===== src/rtl/mms_pkg.sv =====
`timescale 1ns / 1ps

package mms_pkg;

    typedef enum logic [3:0] {
        SEQ_IDLE      = 4'd0,
        SEQ_SEND_A    = 4'd1,
        SEQ_WAIT_A    = 4'd2,
        SEQ_SEND_B    = 4'd3,
        SEQ_WAIT_B    = 4'd4,
        SEQ_SEND_MODE = 4'd5,
        SEQ_WAIT_MODE = 4'd6,
        SEQ_SEND_READ = 4'd7,
        SEQ_WAIT_READ = 4'd8
    } seq_state_e;

    // sensor register addresses
    localparam logic [1:0] REG_SETUP_A = 2'd0;
    localparam logic [1:0] REG_SETUP_B = 2'd1;
    localparam logic [1:0] REG_MODE    = 2'd2;
    localparam logic [1:0] REG_DATA    = 2'd3;
    localparam logic [7:0] MODE_SINGLE = 8'h02;

    // op_status codes
    localparam logic [1:0] ST_PROCESSING = 2'd0;
    localparam logic [1:0] ST_OK         = 2'd1;
    localparam logic [1:0] ST_ERROR      = 2'd2;

    // bus_status codes
    localparam logic [1:0] BUS_OK         = 2'd0;
    localparam logic [1:0] BUS_PROCESSING = 2'd1;

    // action codes
    localparam logic ACT_TICK  = 1'b0;
    localparam logic ACT_START = 1'b1;

    // configuration register indexes
    localparam int unsigned CFG_INDEX_W = 2;
    localparam logic [CFG_INDEX_W-1:0] CFG_SETUP_A = 2'd0;
    localparam logic [CFG_INDEX_W-1:0] CFG_SETUP_B = 2'd1;

    typedef struct packed {
        logic        action;
        logic        request_accepted;
        logic [1:0]  bus_status;
        logic [47:0] read_bytes;
    } in_item_t;

    typedef struct packed {
        logic        command_issued;
        logic        command_is_read;
        logic [1:0]  register_address;
        logic [7:0]  write_byte;
        logic [1:0]  op_status;
        logic        config_error;
        logic [15:0] x_value;
        logic [15:0] z_value;
        logic [15:0] y_value;
    } out_item_t;

    typedef struct packed {
        logic                   en;
        logic [CFG_INDEX_W-1:0] index;
        logic [7:0]             data;
    } cfg_wr_t;

endpackage


===== src/rtl/mms_seq.sv =====
`timescale 1ns / 1ps

module mms_seq (
    input  logic                aclk,
    input  logic                aresetn,
    input  logic                step_en,
    input  mms_pkg::in_item_t   in_item,
    input  mms_pkg::cfg_wr_t    cfg_wr,
    output mms_pkg::out_item_t  result
);

    mms_pkg::seq_state_e state_reg, state_next;
    logic [7:0]  setup_a_reg, setup_a_next;
    logic [7:0]  setup_b_reg, setup_b_next;
    logic [1:0]  req_reg, req_next;
    logic [1:0]  written_reg, written_next;
    logic [1:0]  status_reg, status_next;
    logic        cfg_err_reg, cfg_err_next;
    logic [47:0] meas_reg, meas_next;

    logic        issued;
    logic        is_read;
    logic [1:0]  addr;
    logic [7:0]  wbyte;
    logic        waiting;

    always_comb begin
        state_next   = state_reg;
        req_next     = req_reg;
        written_next = written_reg;
        status_next  = status_reg;
        cfg_err_next = cfg_err_reg;
        meas_next    = meas_reg;
        setup_a_next = setup_a_reg;
        setup_b_next = setup_b_reg;
        issued       = 1'b0;
        is_read      = 1'b0;
        addr         = 2'd0;
        wbyte        = 8'd0;
        waiting      = 1'b0;

        if (step_en) begin
            if (in_item.action == mms_pkg::ACT_START) begin
                if (req_reg == 2'b11) begin
                    // setup writes that already landed are skipped
                    if (!written_reg[0]) begin
                        state_next = mms_pkg::SEQ_SEND_A;
                    end else if (!written_reg[1]) begin
                        state_next = mms_pkg::SEQ_SEND_B;
                    end else begin
                        state_next = mms_pkg::SEQ_SEND_MODE;
                    end
                    cfg_err_next = 1'b0;
                end else begin
                    state_next   = mms_pkg::SEQ_IDLE;
                    cfg_err_next = 1'b1;
                end
                status_next = mms_pkg::ST_PROCESSING;
            end else begin
                case (state_reg)
                    mms_pkg::SEQ_SEND_A: begin
                        issued = 1'b1;
                        addr   = mms_pkg::REG_SETUP_A;
                        wbyte  = setup_a_reg;
                        if (in_item.request_accepted) state_next = mms_pkg::SEQ_WAIT_A;
                    end
                    mms_pkg::SEQ_WAIT_A: begin
                        waiting = 1'b1;
                        if (in_item.bus_status == mms_pkg::BUS_OK) begin
                            written_next[0] = 1'b1;
                            state_next      = mms_pkg::SEQ_SEND_B;
                        end
                    end
                    mms_pkg::SEQ_SEND_B: begin
                        issued = 1'b1;
                        addr   = mms_pkg::REG_SETUP_B;
                        wbyte  = setup_b_reg;
                        if (in_item.request_accepted) state_next = mms_pkg::SEQ_WAIT_B;
                    end
                    mms_pkg::SEQ_WAIT_B: begin
                        waiting = 1'b1;
                        if (in_item.bus_status == mms_pkg::BUS_OK) begin
                            written_next[1] = 1'b1;
                            state_next      = mms_pkg::SEQ_SEND_MODE;
                        end
                    end
                    mms_pkg::SEQ_SEND_MODE: begin
                        issued = 1'b1;
                        addr   = mms_pkg::REG_MODE;
                        wbyte  = mms_pkg::MODE_SINGLE;
                        if (in_item.request_accepted) state_next = mms_pkg::SEQ_WAIT_MODE;
                    end
                    mms_pkg::SEQ_WAIT_MODE: begin
                        waiting = 1'b1;
                        if (in_item.bus_status == mms_pkg::BUS_OK) begin
                            state_next = mms_pkg::SEQ_SEND_READ;
                        end
                    end
                    mms_pkg::SEQ_SEND_READ: begin
                        issued  = 1'b1;
                        is_read = 1'b1;
                        addr    = mms_pkg::REG_DATA;
                        if (in_item.request_accepted) state_next = mms_pkg::SEQ_WAIT_READ;
                    end
                    mms_pkg::SEQ_WAIT_READ: begin
                        waiting = 1'b1;
                        if (in_item.bus_status == mms_pkg::BUS_OK) begin
                            meas_next   = in_item.read_bytes;
                            state_next  = mms_pkg::SEQ_IDLE;
                            status_next = mms_pkg::ST_OK;
                        end
                    end
                    default: begin
                        state_next = mms_pkg::SEQ_IDLE;
                    end
                endcase
                // error, or the unused code 3, aborts a wait
                if (waiting && in_item.bus_status != mms_pkg::BUS_OK
                        && in_item.bus_status != mms_pkg::BUS_PROCESSING) begin
                    status_next = mms_pkg::ST_ERROR;
                    state_next  = mms_pkg::SEQ_IDLE;
                end
            end
        end

        if (cfg_wr.en) begin
            case (cfg_wr.index)
                mms_pkg::CFG_SETUP_A: begin
                    setup_a_next    = cfg_wr.data;
                    req_next[0]     = 1'b1;
                    written_next[0] = 1'b0;
                end
                mms_pkg::CFG_SETUP_B: begin
                    setup_b_next    = cfg_wr.data;
                    req_next[1]     = 1'b1;
                    written_next[1] = 1'b0;
                end
                default: begin
                end
            endcase
        end

        result.command_issued   = issued;
        result.command_is_read  = is_read;
        result.register_address = addr;
        result.write_byte       = wbyte;
        result.op_status        = status_next;
        result.config_error     = cfg_err_next;
        result.x_value          = meas_next[47:32];
        result.z_value          = meas_next[31:16];
        result.y_value          = meas_next[15:0];
    end

    always_ff @(posedge aclk) begin
        if (!aresetn) begin
            state_reg   <= mms_pkg::SEQ_IDLE;
            setup_a_reg <= 8'd0;
            setup_b_reg <= 8'd0;
            req_reg     <= 2'b00;
            written_reg <= 2'b00;
            status_reg  <= mms_pkg::ST_PROCESSING;
            cfg_err_reg <= 1'b0;
            meas_reg    <= 48'd0;
        end else begin
            state_reg   <= state_next;
            setup_a_reg <= setup_a_next;
            setup_b_reg <= setup_b_next;
            req_reg     <= req_next;
            written_reg <= written_next;
            status_reg  <= status_next;
            cfg_err_reg <= cfg_err_next;
            meas_reg    <= meas_next;
        end
    end

    // a setup byte only counts as written once it has been requested
    assert property (@(posedge aclk) disable iff (!aresetn)
        (written_reg & ~req_reg) == 2'b00)
        else $error("written flag set without request");

    // a refused start leaves the sequencer idle
    assert property (@(posedge aclk) disable iff (!aresetn)
        step_en && in_item.action == mms_pkg::ACT_START && req_reg != 2'b11
        |=> state_reg == mms_pkg::SEQ_IDLE)
        else $error("refused start did not idle the sequencer");

    // captured data only changes when a read completes
    assert property (@(posedge aclk) disable iff (!aresetn)
        !(step_en && state_reg == mms_pkg::SEQ_WAIT_READ) |=> $stable(meas_reg))
        else $error("measurement changed outside a read completion");

endmodule


===== src/rtl/magnetometer_measure_sequencer_core.sv =====
`timescale 1ns / 1ps

// Single-measurement sequencer for a three-axis magnetometer on a two-wire bus.
// Input channel (s_*): one request per step, either a start or a polling tick
// carrying the bus master's accept flag, bus status and six read bytes.
// Result channel (m_*): exactly one result per request: the bus command to
// issue this tick, the measurement status, the config error flag and the last
// captured X, Z and Y values.
// Config channel (cfg_*): index 0 writes setup byte A, index 1 setup byte B;
// other indexes are ignored. cfg_ready is always high. Write only while idle.
// Latency: the result of a request is valid the cycle after it is accepted.
// Throughput: one request per cycle while m_ready is high; the state update and the output register
// both complete in the accepting cycle, so requests stream back to back.
// If the receiver stalls, the result is held in the output register and
// s_ready drops until it is taken; s_ready is high whenever the output
// register is empty or being drained in the same cycle.
// Reset (aresetn low, synchronous) idles the sequencer, clears the setup
// bytes, the requested and written flags, the status and the captured data,
// and empties the output register.

module magnetometer_measure_sequencer_core (
    input  logic                                  aclk,
    input  logic                                  aresetn,
    input  logic                                  s_valid,
    output logic                                  s_ready,
    input  mms_pkg::in_item_t                     s_data,
    output logic                                  m_valid,
    input  logic                                  m_ready,
    output mms_pkg::out_item_t                    m_data,
    input  logic                                  cfg_valid,
    output logic                                  cfg_ready,
    input  logic [mms_pkg::CFG_INDEX_W-1:0]       cfg_index,
    input  logic [7:0]                            cfg_data
);

    logic               m_valid_reg, m_valid_next;
    mms_pkg::out_item_t m_data_reg, m_data_next;
    mms_pkg::out_item_t step_result;
    mms_pkg::cfg_wr_t   cfg_wr;
    logic               s_fire;

    assign cfg_ready    = 1'b1;
    assign cfg_wr.en    = cfg_valid;
    assign cfg_wr.index = cfg_index;
    assign cfg_wr.data  = cfg_data;

    assign s_ready = !m_valid_reg || m_ready;
    assign s_fire  = s_valid && s_ready;

    mms_seq u_seq (
        .aclk    (aclk),
        .aresetn (aresetn),
        .step_en (s_fire),
        .in_item (s_data),
        .cfg_wr  (cfg_wr),
        .result  (step_result)
    );

    always_comb begin
        m_valid_next = m_valid_reg;
        m_data_next  = m_data_reg;
        if (s_fire) begin
            m_valid_next = 1'b1;
            m_data_next  = step_result;
        end else if (m_ready) begin
            m_valid_next = 1'b0;
        end
    end

    always_ff @(posedge aclk) begin
        if (!aresetn) begin
            m_valid_reg <= 1'b0;
        end else begin
            m_valid_reg <= m_valid_next;
        end
        m_data_reg <= m_data_next;
    end

    assign m_valid = m_valid_reg;
    assign m_data  = m_data_reg;

    assert property (@(posedge aclk) disable iff (!aresetn)
        s_fire |=> m_valid)
        else $error("accepted request produced no result");

    assert property (@(posedge aclk) disable iff (!aresetn)
        m_valid && !m_data.command_issued |->
        !m_data.command_is_read && m_data.register_address == mms_pkg::REG_SETUP_A
        && m_data.write_byte == 8'd0)
        else $error("command fields set without a command");

    assert property (@(posedge aclk) disable iff (!aresetn)
        m_valid && m_data.command_is_read |->
        m_data.register_address == mms_pkg::REG_DATA && m_data.write_byte == 8'd0)
        else $error("read command with bad address or data byte");

    assert property (@(posedge aclk) disable iff (!aresetn)
        m_valid && m_data.config_error |-> m_data.op_status == mms_pkg::ST_PROCESSING)
        else $error("config error with non-processing status");

endmodule

===== config.mk =====
export PLATFORM = sky130hd
export DESIGN_NAME = magnetometer_measure_sequencer_core
export DESIGN_NICKNAME = d
export VERILOG_FILES = /design/src/rtl/mms_pkg.sv /design/src/rtl/mms_seq.sv /design/src/rtl/magnetometer_measure_sequencer_core.sv
export SDC_FILE = /design/constraint.sdc
export NUM_CORES = 1
export LEC_CHECK = 0
export ABC_AREA = 0
export BUFFER_PORTS_ARGS = -buffer_cell sky130_fd_sc_hd__buf_2
export CAP_MARGIN = 20
export CORE_ASPECT_RATIO = 0.7
export CORE_MARGIN = 1.5
export CORE_UTILIZATION = 35
export DETAILED_ROUTE_END_ITERATION = 6
export PLACE_DENSITY = 0.61
export SLEW_MARGIN = 25
export SYNTH_ARGS = -nofsm -noshare
export SYNTH_HDL_FRONTEND = slang
export SYNTH_SLANG_ARGS = --single-unit

===== constraint.sdc =====
create_clock -name aclk -period 6.28 [get_ports aclk]
set_input_delay 0 -clock aclk [delete_from_list [all_inputs] [get_ports aclk]]
set_output_delay 0 -clock aclk [all_outputs]
set_load 0.005 [all_outputs]

Word-level counts from Yosys, hierarchy flattened
Cells that the tools add are included.
{ "totals": {"reg_bits": 139, "inputBits": 67, "output_inout_bits": 66, "word_cells": 96} }
{ "classes": {"n_eq_ne": 19, "mux": 44, "n_reduce_logical": 14} }
{ "op_table": {"columns": ["op", "n"], "rows": [
  ["2-to-1 mux 48 bit", 4],
  ["2-to-1 mux 4 bit", 12],
  ["case mux 4 bit (8 select lines)", 1],
  ["case mux 8 bit (3 select lines)", 1],
  ["== test 4 x 3 -> 1 bit, second input constant", 4],
  ["2-to-1 mux 1 bit", 16],
  ["2-to-1 mux 2 bit", 8],
  ["!= test 4 x 2 -> 1 bit, second input constant", 4],
  ["!= test 4 x 3 -> 1 bit, second input constant", 4],
  ["AND reduction 9 bit", 1],
  ["== test 4 x 2 -> 1 bit, second input constant", 2],
  ["OR reduction 4 bit", 2],
  ["case mux 2 bit (3 select lines)", 1],
  ["== test 4 x 1 -> 1 bit, second input constant", 1],
  ["== test 4 bit, second input constant", 1],
  ["zero test 2 bit", 2],
  ["AND reduction 2 bit", 2],
  ["nonzero test 2 bit", 2],
  ["logical AND 1 bit", 3],
  ["2-to-1 mux 3 bit", 1],
  ["== test 2 x 1 -> 1 bit, second input constant", 1],
  ["== test 2 bit, second input constant", 1],
  ["!= test 2 x 1 -> 1 bit, second input constant", 1],
  ["zero test 1 bit", 1],
  ["logical OR 1 bit", 1]
]} }

Depth between registers and ports, before layout
{ "logic_depth": {"depth_word": 10, "depth_mapped": 6, "ltp_nobuf": 5} }

Hierarchy
A second synthesis with hierarchy kept.
{ "hier_totals": {"cells_unflattened": 389, "area_unflattened_um2": 5260.0} }
{ "modules_own_cells": {"columns": ["module", "n_inst", "cells_each", "area_each_um2", "seq_area_each_um2"], "rows": [
  ["mms_seq", 1, 319, 3299.4, 1501.4],
  ["magnetometer_measure_sequencer_core", 1, 70, 1960.6, 1911.8]
]} }

Worst setup path after synthesis
Ideal clock, no wire load.
{ "synth_timing": {"kind": "register to register", "startpoint": "reg m_valid_reg, in the netlist m_valid", "endpoint": "reg m_data_reg (netlist bit m_data[49]) (data pin)", "setup_ns": 0.256, "arrival_ns": 2.357, "path_slack_ns": 3.667, "stages_incl_launch_ff": 6, "path_buffers": 0, "period_less_slack_ns": 2.613, "path_cell_list": "dfxtp_1 nand2b_1 nand2_1 inv_1 nand3_1 o211a_1"} }
{ "synth_rtl": {"columns": ["item", "line_no", "text"], "rows": [
  ["from (decl)", "magnetometer_measure_sequencer_core.sv:36", "logic m_valid_reg, m_valid_next;"],
  ["from (signal assigned)", "magnetometer_measure_sequencer_core.sv:74", "m_valid_reg <= m_valid_next;"],
  ["to (signal assigned)", "magnetometer_measure_sequencer_core.sv:76", "m_data_reg <= m_data_next;"],
  ["to (decl)", "magnetometer_measure_sequencer_core.sv:37", "mms_pkg::out_item_t m_data_reg, m_data_next;"]
]} }

==> impl_metrics.json <==
{
  "p_leak_nw": 3.21,
  "ys_seq_area_share_pct": 59.1,
  "crit_type": "register to register",
  "cp-end-kind": "register",
  "synth.distinct_cells": 46,
  "numCtsBuffers": 17,
  "syn_inst": 486,
  "pwr-share-seq_pct": 46.1,
  "initial_core_util_pct": 35.6,
  "fin_ws_ns": 3.58,
  "avgSynthCellArea_sq_um": 11.9,
  "power.internal_mw": 1.67,
  "fin_skew_ns": 0.00746,
  "ys_top_cells_by_area": "edfxtp_1 33%, dfxtp_1 26%, mux2i_1 11%",
  "vias": 4216,
  "yosys_warnings": 0,
  "wl_per_cell_microns": 14.1,
  "cts_buffer_depth": 2,
  "min_path_type": "input pin to register",
  "synth_edf_count": 63,
  "pre_cts_slack_ns": 3.57,
  "syn-num-nets": 553,
  "dp_hpwl_mm": 8.29,
  "setup_viol": 0,
  "slew_headroom_pct": 38.7,
  "nets": 738,
  "rsz0062_at_grt": "false",
  "antenna_left": 0,
  "combPwrFrac_pct": 7.0,
  "grt_max_degree": 103,
  "place_area_sq_mm": 0.00658,
  "cts_root_buffer": "clkbuf_16",
  "max_freq_ghz": 0.371,
  "die_h_microns": 111,
  "async_flop_share_pct": 0,
  "drv_cap": 0,
  "die_x_microns": 157,
  "syn_to_final_growth_pct": 35.0,
  "drv_slew": 0,
  "p_sw_share_pct": 21.6,
  "powerDensity_mw_per_mm2": 274,
  "timing.final.crit_share_pct": 43.0,
  "largest_reg_flops": 63,
  "dr.pass1.iters": 4,
  "clkTransAtPathRegs_ns": 0.06,
  "grt_first_pass_wirelength_mm": 20.8,
  "clkSinkCount": 139,
  "core_sq_mm": 0.0162,
  "design_area_sq_mm": 0.00780,
  "synth_top_flop_cell": "dfxtp_1",
  "cts.htree.levels": 4,
  "io_buffer_count": 131,
  "grt_usage_pct": 15.4,
  "multi_input_area_sq_mm": 0.00216,
  "synth_top_area_share_pct": 32.7,
  "ir_drop_mv": 0.158,
  "grt_antenna_before_repair": 0,
  "layout_common_cells": "130 x buf_2, 104 x nand2_1, 76 x dfxtp_1",
  "ys_ff_latch": 139,
  "tns_ns": 0,
  "post_route_cells_drive_above_1_share_pct": 32.2,
  "crit_fanout": 54,
  "clkPwrFrac_pct": 46.8,
  "switchingPower_mw": 0.462,
  "drt_wl_total_mm": 12.9,
  "synth_top_area_cell": "edfxtp_1",
  "postCtsSetupBuffers": 0,
  "n_antenna_cell": 0,
  "layout_commonest_cell": "buf_2",
  "worstPathArrival_ns": 2.86,
  "grt_pass1_vias": 4307,
  "route.detailed.drc": 0,
  "cts_tree": "done",
  "rows": 39,
  "viasPerCell": 4.64,
  "ios": 133,
  "fill_cells": 1465,
  "insertion_delay_ns": 0.41,
  "overflow": 0,
  "cp_data_required_time_ns": 6.44,
  "worstMarginPinSlew_ns": 0.912,
  "start_kind": "register",
  "dr.first_iter.drc_count": 202,
  "min_period_ns": 2.70,
  "utilization_pct": 48.0,
  "power_mw": 2.13,
  "status": "finished clean",
  "seqCellArea_sq_mm": 0.00341,
  "die-area_sq_mm": 0.0173,
  "synth_area_sq_mm": 0.00578,
  "hold_violations": 0,
  "finalWeightedCongestion": 0.793
}
worst max-delay path: stages (launching register included):
cell and delay (ns):
dfxtp_1 0.44, nor2_1 0.20, nand4b_1 0.24, nor3_4 0.40, buf_4 0.70, mux2_2 0.42
metal layers:
layer / wire, microns / track usage (%)
met1: 5830 / 19.2
met3: 731 / 4.63
met4: 203 / 6.03
met2: 6090 / 24.9
met5: 0 / 0
timing repair:
| action | 4_1_cts | 5_1_grt |
|---|---|---|
| endpoints found under the setup margin | 0 | 0 |
| resized for setup | 0 | 0 |
| hold endpoints to repair | 116 | 0 |
| hold buffers | 60 | 0 |
worst paths after layout:
path | start | cells after the start | endpoint | slack (ns)
min | s_data[51] | 3 | u_seq.meas_reg[45] | 0.09
min reg2reg | u_seq.meas_reg[24] | 2 | u_seq.meas_reg[24] | 0.46
max | u_seq.state_reg[1] | 5 | m_data[15] | 3.58
max reg2reg | u_seq.state_reg[1] | 5 | m_data[15] | 3.58
synth_stat cells (all sizes together), types with 2 or more instances:
master / instances
a22oi: 7
and2: 2
nand3: 3
nor2: 32
clkbuf: 14
nand2: 104
nor3: 3
or3b: 2
a211oi: 3
mux2: 50
inv: 7
edfxtp: 63
dfxtp: 76
nor4b: 3
o211a: 2
mux2i: 65
o21ai: 3
a31oi: 2
a21oi: 5
and3: 5
nor3b: 2
buf: 17
nor4: 2
logic make-up (layout without fill, tap and decap cells):
group	count (synthesis)	count (layout)	share of synthesized area [%]
buffers and inverters	38	236	3.57
other	1	1	0.0649
DFF	139	139	59.1
and+or+nand+nor	164	164	12.6
muxes	115	115	21.0
AOI/OAI and AO/OA	28	28	3.57
xor gates and xnor gates	1	1	0.152
cell type report:
type | instances | area share (%)
Clock buffer | 22 | 6.21
Clock inverter | 10 | 1.46
Inverter | 7 | 0.337
Multi-Input combinational cell | 309 | 27.7
Sequential cell | 139 | 43.8
Tap cell | 225 | 3.61
Timing Repair Buffer | 197 | 17.0
through the flow:
stage / hold slack, ns / std cells
floorplan: 0.129 / 486
global placement: 0.245 / 816
detailed placement: 0.264 / 816
CTS: 0.0584 / 908
global route: 0.0862 / 909
finish: 0.0858 / 909
power groups by stage:
stage	logic, mW	clock network, mW	registers, mW
after floorplan	0.0592	0	1.00
after global placement	0.117	0	1.00
after detailed placement	0.120	0	1.00
after CTS	0.150	1.02	0.985
after global routing	0.165	1.07	0.987
final	0.150	0.999	0.984
(Power assumes the default switching activity.)
